File: src/rtl/iar_pkg.sv
// Shared types, constants and helper functions of the integer to ASCII converter.
package iar_pkg;

   // Default width of the number to convert.
   localparam int VALUE_BITS_DEF = 32;

   // Longest string of characters emitted for one number, sign included.
   localparam int MAX_CHARS = 11;

   // ASCII codes used by the character formatter.
   localparam logic [7:0] CH_ZERO  = 8'h30;
   localparam logic [7:0] CH_MINUS = 8'h2D;
   localparam logic [7:0] CH_ALPHA = 8'h37;  // 'A' minus ten

   // Format selector carried with each input transfer.
   typedef enum logic [1:0] {
      OP_UDEC = 2'd0,
      OP_SDEC = 2'd1,
      OP_HEX  = 2'd2,
      OP_OCT  = 2'd3
   } op_type;

   // Radix used by the digit bank.
   typedef enum logic [1:0] {
      BASE_DEC,
      BASE_HEX,
      BASE_OCT
   } base_type;

   // Sequencer states.
   typedef enum logic [2:0] {
      S_IDLE,
      S_CONV,
      S_SCAN,
      S_SIGN,
      S_EMIT
   } state_type;

   // Control from the sequencer to the digit bank.
   typedef struct packed {
      logic     clear;
      logic     shift;
      logic     bit_in;
      base_type base;
      logic     negative;
   } bank_ctrl_type;

   // Status from the digit bank to the sequencer.
   typedef struct packed {
      logic [3:0] digit;
      logic       overflow;
   } bank_stat_type;

   // One character handed from the sequencer to the output register.
   typedef struct packed {
      logic       load;
      logic [7:0] char_code;
      logic       last;
   } emit_type;

   // Number of digit positions needed for the widest case (octal).
   function automatic int num_digits(input int bits);
      return (bits + 2) / 3;
   endfunction

   // ASCII code of one digit value, uppercase letters above nine.
   function automatic logic [7:0] digit_char(input logic [3:0] d);
      logic [7:0] code;
      if (d < 4'd10) begin
         code = CH_ZERO + {4'b0000, d};
      end else begin
         code = CH_ALPHA + {4'b0000, d};
      end
      return code;
   endfunction

endpackage

File: src/rtl/iar_digit_bank.sv
// Digit register bank with the shared shift-and-double unit for radix 10, 16 and 8.
module iar_digit_bank
   import iar_pkg::*;
#(
   parameter int VALUE_BITS = VALUE_BITS_DEF,
   parameter int NDIG       = num_digits(VALUE_BITS),
   parameter int PTR_W      = $clog2(NDIG)
) (
   input  logic          clock,
   input  bank_ctrl_type ctrl,
   input  logic [PTR_W-1:0] ptr,
   output bank_stat_type stat
);

   logic [3:0] digit_ff [NDIG];
   logic [3:0] digit_in [NDIG];
   logic [NDIG-1:0] carry;
   logic [3:0] half;
   logic [4:0] base5;

   // Radix constants: a digit at or above half the radix carries out when doubled.
   always_comb begin
      unique case (ctrl.base)
         BASE_HEX: begin
            half  = 4'd8;
            base5 = 5'd16;
         end
         BASE_OCT: begin
            half  = 4'd4;
            base5 = 5'd8;
         end
         default: begin
            half  = 4'd5;
            base5 = 5'd10;
         end
      endcase
   end

   // Each digit doubles and takes the carry of the digit below; no ripple is needed
   // because a digit's carry out depends only on its own value.
   always_comb begin
      logic       cin;
      logic [4:0] sum;
      logic [4:0] nxt;
      for (int i = 0; i < NDIG; i++) begin
         carry[i] = (digit_ff[i] >= half);
      end
      for (int i = 0; i < NDIG; i++) begin
         cin = (i == 0) ? ctrl.bit_in : carry[(i == 0) ? 0 : i - 1];
         sum = {digit_ff[i], cin};
         nxt = carry[i] ? (sum - base5) : sum;
         if (ctrl.clear) begin
            digit_in[i] = 4'd0;
         end else if (ctrl.shift) begin
            digit_in[i] = nxt[3:0];
         end else begin
            digit_in[i] = digit_ff[i];
         end
      end
   end

   always_ff @(posedge clock) begin
      for (int i = 0; i < NDIG; i++) begin
         digit_ff[i] <= digit_in[i];
      end
   end

   // Read port at the sequencer's pointer. A nonzero digit beyond the character
   // budget means the string is cut to its least significant digits and no
   // leading zero is suppressed.
   always_comb begin
      logic over_full;
      logic over_neg;
      if ({1'b0, ptr} < (PTR_W + 1)'(NDIG)) begin
         stat.digit = digit_ff[ptr];
      end else begin
         stat.digit = 4'd0;
      end
      over_full = 1'b0;
      over_neg  = 1'b0;
      for (int i = 0; i < NDIG; i++) begin
         if (i >= MAX_CHARS && digit_ff[i] != 4'd0) begin
            over_full = 1'b1;
         end
         if (i >= MAX_CHARS - 1 && digit_ff[i] != 4'd0) begin
            over_neg = 1'b1;
         end
      end
      stat.overflow = ctrl.negative ? over_neg : over_full;
   end

endmodule

File: src/rtl/iar_sequencer.sv
// Sequencer: loads a number, runs the digit bank one bit per cycle, then emits characters.
module iar_sequencer
   import iar_pkg::*;
#(
   parameter int VALUE_BITS = VALUE_BITS_DEF,
   parameter int NDIG       = num_digits(VALUE_BITS),
   parameter int PTR_W      = $clog2(NDIG)
) (
   input  logic                  clock,
   input  logic                  reset,
   input  logic                  req_valid,
   output logic                  req_ready,
   input  logic [1:0]            req_op,
   input  logic [VALUE_BITS-1:0] req_value,
   input  logic                  out_free,
   output emit_type              emit,
   output bank_ctrl_type         ctrl,
   output logic [PTR_W-1:0]      ptr,
   input  bank_stat_type         stat
);

   localparam int CNT_W     = $clog2(VALUE_BITS);
   localparam int START_POS = (NDIG - 1 < MAX_CHARS - 1) ? NDIG - 1 : MAX_CHARS - 1;
   localparam int START_NEG = (NDIG - 1 < MAX_CHARS - 2) ? NDIG - 1 : MAX_CHARS - 2;

   state_type             state_ff, state_in;
   logic [VALUE_BITS-1:0] mag_ff, mag_in;
   logic [CNT_W-1:0]      cnt_ff, cnt_in;
   logic [PTR_W-1:0]      ptr_ff, ptr_in;
   logic                  neg_ff, neg_in;
   base_type              base_ff, base_in;

   logic                  accept;
   logic                  req_neg;
   logic                  scan_skip;

   assign accept    = req_valid && req_ready;
   assign req_neg   = (op_type'(req_op) == OP_SDEC) && req_value[VALUE_BITS-1];
   assign scan_skip = !stat.overflow && (ptr_ff != '0) && (stat.digit == 4'd0);

   // Next state.
   always_comb begin
      state_in = state_ff;
      unique case (state_ff)
         S_IDLE: begin
            if (accept) begin
               state_in = S_CONV;
            end
         end
         S_CONV: begin
            if (cnt_ff == '0) begin
               state_in = S_SCAN;
            end
         end
         S_SCAN: begin
            if (!scan_skip) begin
               state_in = neg_ff ? S_SIGN : S_EMIT;
            end
         end
         S_SIGN: begin
            if (out_free) begin
               state_in = S_EMIT;
            end
         end
         S_EMIT: begin
            if (out_free && ptr_ff == '0) begin
               state_in = S_IDLE;
            end
         end
         default: state_in = S_IDLE;
      endcase
   end

   // Outputs to the handshake, the digit bank and the output register.
   always_comb begin
      req_ready      = (state_ff == S_IDLE);
      ctrl.clear     = accept;
      ctrl.shift     = (state_ff == S_CONV);
      ctrl.bit_in    = mag_ff[VALUE_BITS-1];
      ctrl.base      = base_ff;
      ctrl.negative  = neg_ff;
      emit.load      = 1'b0;
      emit.char_code = digit_char(stat.digit);
      emit.last      = (ptr_ff == '0);
      unique case (state_ff)
         S_SIGN: begin
            emit.load      = out_free;
            emit.char_code = CH_MINUS;
            emit.last      = 1'b0;
         end
         S_EMIT: begin
            emit.load = out_free;
         end
         default: begin
            emit.load = 1'b0;
         end
      endcase
   end

   assign ptr = ptr_ff;

   // Working registers: magnitude shifter, bit counter, digit pointer, sign and radix.
   always_comb begin
      mag_in  = mag_ff;
      cnt_in  = cnt_ff;
      ptr_in  = ptr_ff;
      neg_in  = neg_ff;
      base_in = base_ff;
      if (accept) begin
         neg_in = req_neg;
         if (req_neg) begin
            mag_in = ~req_value + {{(VALUE_BITS-1){1'b0}}, 1'b1};
         end else begin
            mag_in = req_value;
         end
         unique case (op_type'(req_op))
            OP_HEX:  base_in = BASE_HEX;
            OP_OCT:  base_in = BASE_OCT;
            default: base_in = BASE_DEC;
         endcase
         cnt_in = CNT_W'(VALUE_BITS - 1);
      end
      if (state_ff == S_CONV) begin
         mag_in = {mag_ff[VALUE_BITS-2:0], 1'b0};
         cnt_in = cnt_ff - 1'b1;
         if (cnt_ff == '0) begin
            ptr_in = neg_ff ? PTR_W'(START_NEG) : PTR_W'(START_POS);
         end
      end
      if (state_ff == S_SCAN && scan_skip) begin
         ptr_in = ptr_ff - 1'b1;
      end
      if (state_ff == S_EMIT && out_free && ptr_ff != '0) begin
         ptr_in = ptr_ff - 1'b1;
      end
   end

   always_ff @(posedge clock) begin
      if (reset) begin
         state_ff <= S_IDLE;
      end else begin
         state_ff <= state_in;
      end
      mag_ff  <= mag_in;
      cnt_ff  <= cnt_in;
      ptr_ff  <= ptr_in;
      neg_ff  <= neg_in;
      base_ff <= base_in;
   end

endmodule

File: src/rtl/integer_to_ascii_radix.sv
// Top level of the integer to ASCII converter: sequencer, digit bank and output register.
//
// Usage: each request transfer carries a number (req_value) and a format
// (req_op: unsigned decimal, signed decimal, uppercase hexadecimal, octal).
// The block answers with one response transfer per ASCII character, most
// significant digit first, leading zeros suppressed, a single '0' for zero,
// and a leading '-' for a negative value in signed decimal mode.
// rsp_last marks the final character of each number.
// Operation: after the request transfer the digit bank takes in the number
// (one bit of the number per cycle through the shared doubling unit), then
// a leading-zero scan steps the digit pointer past leading zero digits,
// then the sequencer loads the characters into the output register, the
// '-' first if there is one. req_ready is high only while the sequencer is
// idle; the next request can be taken while the final character still waits
// in the output register. If the receiver stalls, the character in the
// output register holds and the sequencer waits before it loads the next
// character. Synchronous reset returns the sequencer to idle and empties
// the output register.
module integer_to_ascii_radix
   import iar_pkg::*;
#(
   parameter int VALUE_BITS = VALUE_BITS_DEF
) (
   input  logic                  clock,
   input  logic                  reset,
   input  logic                  req_valid,
   output logic                  req_ready,
   input  logic [1:0]            req_op,
   input  logic [VALUE_BITS-1:0] req_value,
   output logic                  rsp_valid,
   input  logic                  rsp_ready,
   output logic [7:0]            rsp_char_code,
   output logic                  rsp_last
);

   localparam int NDIG  = num_digits(VALUE_BITS);
   localparam int PTR_W = $clog2(NDIG);

   bank_ctrl_type    ctrl;
   bank_stat_type    stat;
   emit_type         emit;
   logic [PTR_W-1:0] ptr;
   logic             out_free;

   logic             rsp_valid_ff, rsp_valid_in;
   logic [7:0]       rsp_char_ff, rsp_char_in;
   logic             rsp_last_ff, rsp_last_in;

   iar_sequencer #(
      .VALUE_BITS (VALUE_BITS),
      .NDIG       (NDIG),
      .PTR_W      (PTR_W)
   ) u_seq (
      .clock     (clock),
      .reset     (reset),
      .req_valid (req_valid),
      .req_ready (req_ready),
      .req_op    (req_op),
      .req_value (req_value),
      .out_free  (out_free),
      .emit      (emit),
      .ctrl      (ctrl),
      .ptr       (ptr),
      .stat      (stat)
   );

   iar_digit_bank #(
      .VALUE_BITS (VALUE_BITS),
      .NDIG       (NDIG),
      .PTR_W      (PTR_W)
   ) u_bank (
      .clock (clock),
      .ctrl  (ctrl),
      .ptr   (ptr),
      .stat  (stat)
   );

   // Output register: free when empty or when its character transfers this cycle.
   assign out_free = !rsp_valid_ff || rsp_ready;

   always_comb begin
      rsp_valid_in = rsp_valid_ff;
      rsp_char_in  = rsp_char_ff;
      rsp_last_in  = rsp_last_ff;
      if (out_free) begin
         rsp_valid_in = emit.load;
      end
      if (emit.load) begin
         rsp_char_in = emit.char_code;
         rsp_last_in = emit.last;
      end
   end

   always_ff @(posedge clock) begin
      if (reset) begin
         rsp_valid_ff <= 1'b0;
      end else begin
         rsp_valid_ff <= rsp_valid_in;
      end
      rsp_char_ff <= rsp_char_in;
      rsp_last_ff <= rsp_last_in;
   end

   assign rsp_valid     = rsp_valid_ff;
   assign rsp_char_code = rsp_char_ff;
   assign rsp_last      = rsp_last_ff;

endmodule

File: config.mk
export PLATFORM = sky130hd
export DESIGN_NAME = integer_to_ascii_radix
export DESIGN_NICKNAME = d
export VERILOG_FILES = /design/src/rtl/iar_pkg.sv /design/src/rtl/iar_digit_bank.sv /design/src/rtl/iar_sequencer.sv /design/src/rtl/integer_to_ascii_radix.sv
export SDC_FILE = /design/constraint.sdc
export NUM_CORES = 1
export LEC_CHECK = 0
export CORE_ASPECT_RATIO = 0.9
export CORE_MARGIN = 2
export CORE_UTILIZATION = 58
export DETAILED_ROUTE_END_ITERATION = 8
export DONT_BUFFER_PORTS = 1
export HOLD_SLACK_MARGIN = 0.15
export PLACE_DENSITY_LB_ADDON = 0.3
export SLEW_MARGIN = 20
export SYNTH_ARGS = -nofsm -noshare
export SYNTH_HDL_FRONTEND = slang
export SYNTH_SLANG_ARGS = --single-unit
File: constraint.sdc
create_clock -name clock -period 3.3 [get_ports clock]
set_clock_uncertainty 0.2 [all_clocks]
set_input_delay 0.33 -clock clock [delete_from_list [all_inputs] [get_ports clock]]
set_output_delay 0.33 -clock clock [all_outputs]
set_load 0.05 [all_outputs]
Word-level counts from Yosys, hierarchy flattened:

Memories as Yosys holds them, arrays and structs flattened. A register that Yosys moved wholly into a read port is not among the register bits.
Index checks and enable logic that the tools add are counted.
W data, S select, Z words.

* register bits: 57
* output and inout port bits: 11
* input bits: 38
* logic and storage cells: 137
* memories kept: 1
* memory bits (writable): 44

Memory list
* u_bank.digit_ff: depth 11, bits a word 4, read ports 12, clocked after Yosys merged registers in 1, write ports 11, line iar_digit_bank.sv:15 `logic [3:0] digit_ff [NDIG];`

* add/sub/neg operators: 16
* multiplexer cells: 59
* reductions and logical operators: 23
* equality and inequality tests: 14
* bitwise logic cells: 1
* magnitude comparators: 13

Operator list (count)
* $mux W4: 39
* $mux W32: 3
* $ge A4 B4 Y1: 11
* $sub A4 B4 Y4: 11
* $add A32 B1 Y32 const B: 1
* $not A32 Y32: 1
* $mux W3: 6
* $pmux W4 S2: 2
* $pmux W3 S5: 1
* $add A6 B4 Y7 const A: 2
* $mux W5: 2
* $logic_and A1 B1 Y1: 8
* $logic_not A4 Y1: 2
* $lt A4 B4 Y1 const B: 2
* $mux W8: 1
* $reduce_bool A4 Y1: 2
* $eq A2 B2 Y1 const B: 3
* $eq A3 B2 Y1 const B: 2
* $ne A2 B1 Y1 const B: 3
* $reduce_bool A3 Y1: 2
* $logic_not A5 Y1: 1
* $reduce_and A5 Y1: 1
* $sub A5 B1 Y5 const B: 1
* $eq A2 B1 Y1 const B: 2
* 13 further kinds: 17

Depth between registers and ports, before layout:

Gate-level depths: netlist (run 1).
An unclocked memory read counts as a cell.

* depth in word-level cells: 11
* gate-level depth with buffers: 13
* mapped depth without buffers: 11

Modules after synthesis:

A second synthesis (run 1) with hierarchy kept.

* cells, all modules: 806
* area, all modules: 7058.0 sq um

By module, submodules not included
* iar_digit_bank: times used 1, seq. area each 880.8 sq um, cells each 472, area each 3808.7 sq um
* iar_sequencer: times used 1, seq. area each 1371.3 sq um, cells each 321, area each 2932.8 sq um
* integer_to_ascii_radix: times used 1, seq. area each 290.3 sq um, cells each 13, area each 316.6 sq um

Worst setup path before layout (run 1):

OpenSTA, ideal clock, no wires.

* kind: register to register
* from: register u_seq.state_ff[1]
* to: register u_seq.cnt_ff[0], enable pin
* required time: 2.706 ns
* arrival time: 3.128 ns
* path slack: -0.422 ns
* buffers on the path: 2
* period minus slack after synthesis: 3.722 ns
* setup time: 0.394 ns
* cell stages (with the launch flop): 6
* cells stage by stage: dfxtp_1 > clkbuf_1 > nor3_1 > nand2_1 > clkbuf_1 > nand2_1

* cells in the longest elaborated chain, start to end: 3
* elaborated cells between the ends (all ways): 4
* those cells by class: eq/ne: 1; reduce/logical: 3

Ends and longest elaborated chain
* from (decl): line iar_sequencer.sv:26 `state_type state_ff, state_in;`
* from (signal assigned): line iar_sequencer.sv:142 `state_ff <= state_in;`
* $logic_not A3 Y1: line iar_sequencer.sv:76 `req_ready = (state_ff == S_IDLE);`
* named net req_ready: line integer_to_ascii_radix.sv:27 `output logic req_ready,`
* $logic_and A1 B1 Y1: line iar_sequencer.sv:37 `assign accept = req_valid && req_ready;`
* $reduce_bool A2 Y1 (no line)
* to (signal assigned): line iar_sequencer.sv:145 `cnt_ff <= cnt_in;`
* to (decl): line iar_sequencer.sv:28 `logic [CNT_W-1:0] cnt_ff, cnt_in;`

The timed path passes the listed nets, and every way through them passes these cells.
A chain may end at the register's enable or synchronous reset.

==> results.yml, run 1 <==
job:
  cap_violations: 0
clock_tree:
  path_clk_slew_ns: 0.07
  htree_levels: 3
  cts_root_buf: "clkbuf_16"
  cts_buffers: 9
  clock_latency_ns: 0.35
  clkSinkCount: 104
  cts_tree: "built"
  cts_buffer_depth: 2
layout:
  drive_gt1_share_pct: 8.16
  fin_nets: 795
  syn_to_final_growth_pct: 13.6
  diodes: 0
  final_area_um2: 7390
  fin_util_pct: 67.8
die:
  rows: 36
  die_h_um: 104
  initial_core_util_pct: 59.7
  core_um2: 10900
  ioPinCount: 49
  fp.dieW_um: 116
  dieArea_um2: 12100
worst_setup_path:
  crit_fanout: 10
  cp-start-kind: "flip-flop"
  critPathKind: "reg2reg"
  regToRegSetupSlack_ns: 0.19
  end_kind: "flip-flop"
  worstPathRequired_ns: 3.38
  worst-r2r-cell-count: 13
  worstPathArrival_ns: 3.20
timing:
  finalCriticalPeriod_ns: 3.11
  rsz0062_at_grt: "false"
  max_freq_mhz: 321
  final_hold_viol_count: 0
  slew_violations: 0
  max_slew_margin_pct: 43.3
  final-setup-viol-count: 0
  tightest_slew_ns: 0.850
  fin_crit_sh_pct: 94.4
  setup_tns_ns: 0
logic_synthesis:
  ys_seq_area_share_pct: 39.8
  syn_area_um2: 6510
  yosysWarnings: 0
  synth.net_count: 763
  yosysMostFrequentCell: "nand2_1"
  async_flop_share_pct: 0
  ys_types: 60
  yosys.area.top_type_share_pct: 23.5
  synth_top_flop_cell: "dfxtp_1"
  yosysTopAreaCell: "edfxtp_1"
  synth_edf_count: 51
  synth.area.top_cells: "edfxtp_1, dfxtp_1, ha_1"
  syn_area_per_cell_um2: 9.66
  synthTopCellsByCount: "nand2_1, dfxtp_1, edfxtp_1, ha_1, inv_1"
  synth-seq-cells: 104
  syn_inst: 674
drt:
  via_per_inst: 5.95
  ant_nets: 0
  drc: 0
  drtPass1Iterations: 5
  wl_per_cell_um: 17.3
  initialDrtViolationCount: 334
  vias: 5137
  drt_wl_total_um: 14900
global_routing:
  grt_start_max_net_pins: 56
  overflow: 0
  grt_pass1_vias: 5352
  grt_pass1_wl_um: 25200
  grt_usage_pct: 26.0
  antenna_found_initial: 0
worst_hold_path:
  hold_path_end: "u_seq.mag_ff[3]"
  hold_class: "in2reg"
  whs_path_depth: 3
  worstHoldStart: "req_value[2]"
placed_design:
  gp_congestion: 0.802
  place_area_um2: 6730
  dp_hpwl_um: 10000
  port-buffer-count: 0
power:
  cellLeakagePower_nw: 2.91
  total_power_mw: 5.38
  cellPowerDensity_nw_per_um2: 728
  ir_drop_mv: 0.441
run_status:
  outcome: "finished clean"
==> placed cells by master, fill, tap and decap left out, types with 22 or more instances in the layout <==
cell type      count
edfxtp_1          51
a21o_1            22
dfxtp_1           52
dlygate4sd3_1     36
inv_1             50
nand2_1           71
ha_1              50
mux2i_1           45
o21ai_0           43
xnor2_1           32
nor2_1            31
==> worst max-delay path by stage <==
stage | end | cells after the start
2_1_floorplan | u_seq.ptr[0] | 11
3_3_place_gp | u_seq.ptr[0] | 12
3_5_place_dp | u_seq.ptr[3] | 12
4_1_cts | u_seq.ptr[3] | 12
5_1_grt | u_seq.ptr[3] | 12
6_report | flip-flop | 13
==> per-layer routing <==
metal	vias up	GRT usage, %	wire, µm
li1	2498	-	-
met1	2468	34.3	6770
met2	153	42.7	7160
met3	18	6.35	816
met4	0	7.06	155
met5	-	0	0
==> registers in the layout, indices dropped and copies added (netlist names), named ones only <==
name	flops
u_seq.mag_ff	32
u_seq.base_ff	2
u_bank.digit_ff	44
rsp_char_code	7
rsp_valid	1
rsp_last	1
u_seq.neg_ff	1
u_seq.cnt_ff	5
u_seq.ptr	4
u_seq.state_ff	3
==> where the power goes <==
part | total, mW | switching (mW) | leakage, nW | internal [mW]
clock | 1.07 | 0.482 | 0.138 | 0.588
sequential | 2.01 | 0.269 | 0.924 | 1.74
combinational | 2.30 | 1.21 | 1.85 | 1.09
==> logic make-up after synthesis <==
| logic type | after synthesis | synth area share [%] |
|---|---|---|
| AO/OA/AOI/OAI | 174 | 17.7 |
| AND/OR/NAND/NOR | 161 | 11.8 |
| other | 1 | 0.0576 |
| flip-flops | 104 | 39.8 |
| XOR/XNOR | 46 | 6.19 |
| multiplexers | 55 | 9.69 |
| buffers and inverters | 82 | 4.86 |
| adder cells (fa/ha/maj) | 51 | 9.81 |
==> stage by stage <==
step	worst slack, ns	hold slack, ns	instances
detailed placement	0.0548	0.203	811
CTS	0.0441	0.170	863
global placement	0.173	0.203	811
global route	0.00334	0.170	863
floorplan	-0.0292	0.199	674
finish	0.186	0.191	863
==> final cells by class <==
cell class / instances / area [µm²]
inverters: 51 / 191
multi-input cells: 488 / 3630
clock inverters: 7 / 71.3
well taps: 152 / 190
fillers: 834 / 3510
flip-flops and latches: 104 / 2590
clock buffers: 9 / 225
repair buffers: 52 / 488
==> worst max-delay path, cell delays in order, from the launching register on <==
cell,delay [ns]
dfxtp_2,0.40
buf_8,0.18
mux4_2,0.51
mux2i_1,0.16
o21ai_1,0.10
nand2_1,0.13
ha_2,0.19
nand2b_1,0.08
a2111oi_4,0.23
o211ai_1,0.20
o21ai_2,0.20
buf_4,0.18
and2_1,0.15
o21bai_1,0.11
==> timing repair <==
| item | in CTS | in global routing |
|---|---|---|
| gates resized for setup | 0 | 4 |
| setup endpoints to repair | 0 | 15 |
| hold buffers | 36 | 0 |
| buffers inserted | 0 | 0 |
| hold endpoints to repair | 37 | 0 |
Note: power is estimated with default switching activity, not from simulation.
==> inputs of run 2 (changes only) <==
--- a/config.mk
+++ b/config.mk
@@ -7,10 +7,11 @@
 export LEC_CHECK = 0
 export CORE_ASPECT_RATIO = 0.9
 export CORE_MARGIN = 2
-export CORE_UTILIZATION = 58
+export CORE_UTILIZATION = 60
+export CTS_BUF_LIST = sky130_fd_sc_hd__clkbuf_4 sky130_fd_sc_hd__clkbuf_8
 export DETAILED_ROUTE_END_ITERATION = 8
 export DONT_BUFFER_PORTS = 1
-export HOLD_SLACK_MARGIN = 0.15
+export HOLD_SLACK_MARGIN = 0.02
 export PLACE_DENSITY_LB_ADDON = 0.3
 export SLEW_MARGIN = 20
 export SYNTH_ARGS = -nofsm -noshare
==> results.yml, run 2 (same netlist as run 1, synthesis figures left out) <==
layout:
  final_common_cell: "nand2_1"
  drive_gt1_share_pct: 8.07
  fin_nets: 778
  regMostFlops: "u_bank.digit_ff"
  syn_to_final_growth_pct: 8.92
  largest_register_ffs: 44
  regArea_um2: 2590
  final_cell_mix: "nand2_1, dfxtp_1, edfxtp_1"
  instances_no_fill: 827
  multi_input_area_um2: 3630
  nFillCells: 841
  diodes: 0
clock_tree:
  path_clk_slew_ns: 0.11
  cts_buffer_depth: 2
  cts_buffers: 9
  cts_tree: "built"
  post-cts-setup-buffers: 0
  clkSinkCount: 104
  htree_levels: 3
  clock_latency_ns: 0.39
  cts_root_buf: "clkbuf_8"
worst_setup_path:
  end_kind: "flip-flop"
  crit_buf_inv: 2
  critPathKind: "reg2reg"
  regToRegSetupSlack_ns: 0.23
  crit_fanout: 11
  path_cells: "buf_6 > mux4_2 > mux2i_1 > o21ai_1 > nand2_1 > ha_2 > nand2b_1 > a2111oi_4 > o211ai_1 > o21ai_2 > buf_4 > nand2_1"
  cpMaxStageDelayCell: "mux4_2"
  critPathTopFamily: "compound AO/OA/AOI/OAI gates"
  slowest_delay_ns: 0.52
  path_common_cell: "nand2_1"
  worst-r2r-cell-count: 12
  worstPathRequired_ns: 3.25
  worstPathArrival_ns: 3.02
  r2r_end: "u_seq.ptr[3]"
  cp-start-kind: "flip-flop"
worst_hold_path:
  worstHoldStart: "req_value[12]"
  hold_class: "in2reg"
  whs_path_depth: 2
  hold_path_end: "u_seq.mag_ff[12]"
placed_design:
  dp_hpwl_um: 9870
  dp.cells: 790
  port-buffer-count: 0
  gp_congestion: 0.848
timing:
  max_freq_mhz: 326
  rsz0062_at_grt: "false"
  hold-worst-slack_ns: 0.0287
  final_hold_viol_count: 0
  finalCriticalPeriod_ns: 3.07
  fin_crit_sh_pct: 93.0
  slew_violations: 0
  tightest_slew_ns: 0.849
  final-setup-viol-count: 0
  max_slew_margin_pct: 43.4
die:
  initial_core_util_pct: 61.0
  ioPinCount: 49
  core_um2: 10700
  fp.dieW_um: 114
  dieArea_um2: 11700
  rows: 36
  die_h_um: 103
drt:
  drc: 0
  ant_nets: 0
  wl_per_cell_um: 16.7
  drt_wl_total_um: 13800
  initialDrtViolationCount: 269
  via_per_inst: 6.03
  vias: 4990
  drtPass1Iterations: 5
global_routing:
  overflow: 0
  grt_pass1_wl_um: 22300
  grt_usage_pct: 24.0
  grt_pass1_vias: 4715
  grt_start_max_net_pins: 54
  antenna_found_initial: 0
run_status:
  outcome: "finished clean"
power:
  ir_drop_mv: 0.353
  cellLeakagePower_nw: 2.79
  cellPowerDensity_nw_per_um2: 711
job:
  cap_violations: 0
-- run 2: changes by cell type in the layout (fill, tap and decap cells not counted), sizes merged --
| cell | change |
|---|---|
| inv | +4 |
| buf | -2 |
| bufinv | -1 |
| clkinvlp | -1 |
| dlygate4sd3 | -15 |
| clkinv | -2 |
-- run 2: repair_timing --
action | 4_1_cts | 5_1_grt
endpoints found under the setup margin | 0 | 15
hold buffers | 19 | 2
endpoints found under the hold margin | 20 | 2
resized for setup | 0 | 3
-- run 2: metrics by stage --
stage / setup slack, ns / utilization (%) / instance area [µm²] / total power, mW / TNS, ns
final: 0.231 / 66.4 / 7090 / 5.04 / 0
after global routing: 0.00982 / 66.4 / 7090 / 5.41 / 0
after CTS: 0.0854 / 66.1 / 7060 / 5.04 / 0
after detailed placement: 0.122 / 62.6 / 6690 / 4.26 / 0
after global placement: 0.242 / 62.6 / 6690 / 4.11 / 0
after floorplan: -0.0292 / - / 6550 / 3.75 / -0.117
-- run 2: cell type report --
| type | instances | share of cell area [%] |
|---|---|---|
| clock buffers | 9 | 1.75 |
| clock inverters | 7 | 0.830 |
| inverters | 51 | 2.70 |
| multi-input cells | 488 | 51.3 |
| flip-flops and latches | 104 | 36.6 |
| well taps | 133 | 2.35 |
| repair buffers | 35 | 4.50 |
-- run 2: worst max-delay path by stage --
stage | from | endpoint | slack (ns) | cells after the start
after CTS | flip-flop | u_seq.state_ff[0] | 0.09 | 12
final | flip-flop | u_seq.ptr[3] | 0.23 | 12
after detailed placement | flip-flop | u_seq.state_ff[0] | 0.12 | 12
after global placement | flip-flop | u_seq.ptr[0] | 0.24 | 12
after global routing | flip-flop | flip-flop | 0.01 | 13
after floorplan | flip-flop | u_seq.ptr[0] | -0.03 | 11
-- run 2: power by group --
part	internal (mW)	switching [mW]	leakage (nW)
logic	1.07	1.19	1.77
registers	1.74	0.263	0.924
clock network	0.288	0.484	0.0877
-- run 2: per-layer routing --
metal	wire length [µm]	GRT usage [%]	vias up
li1	-	-	2466
met1	6370	30.7	2378
met2	6620	41.1	127
met3	569	5.94	19
met4	211	6.38	0
met5	0	0	-
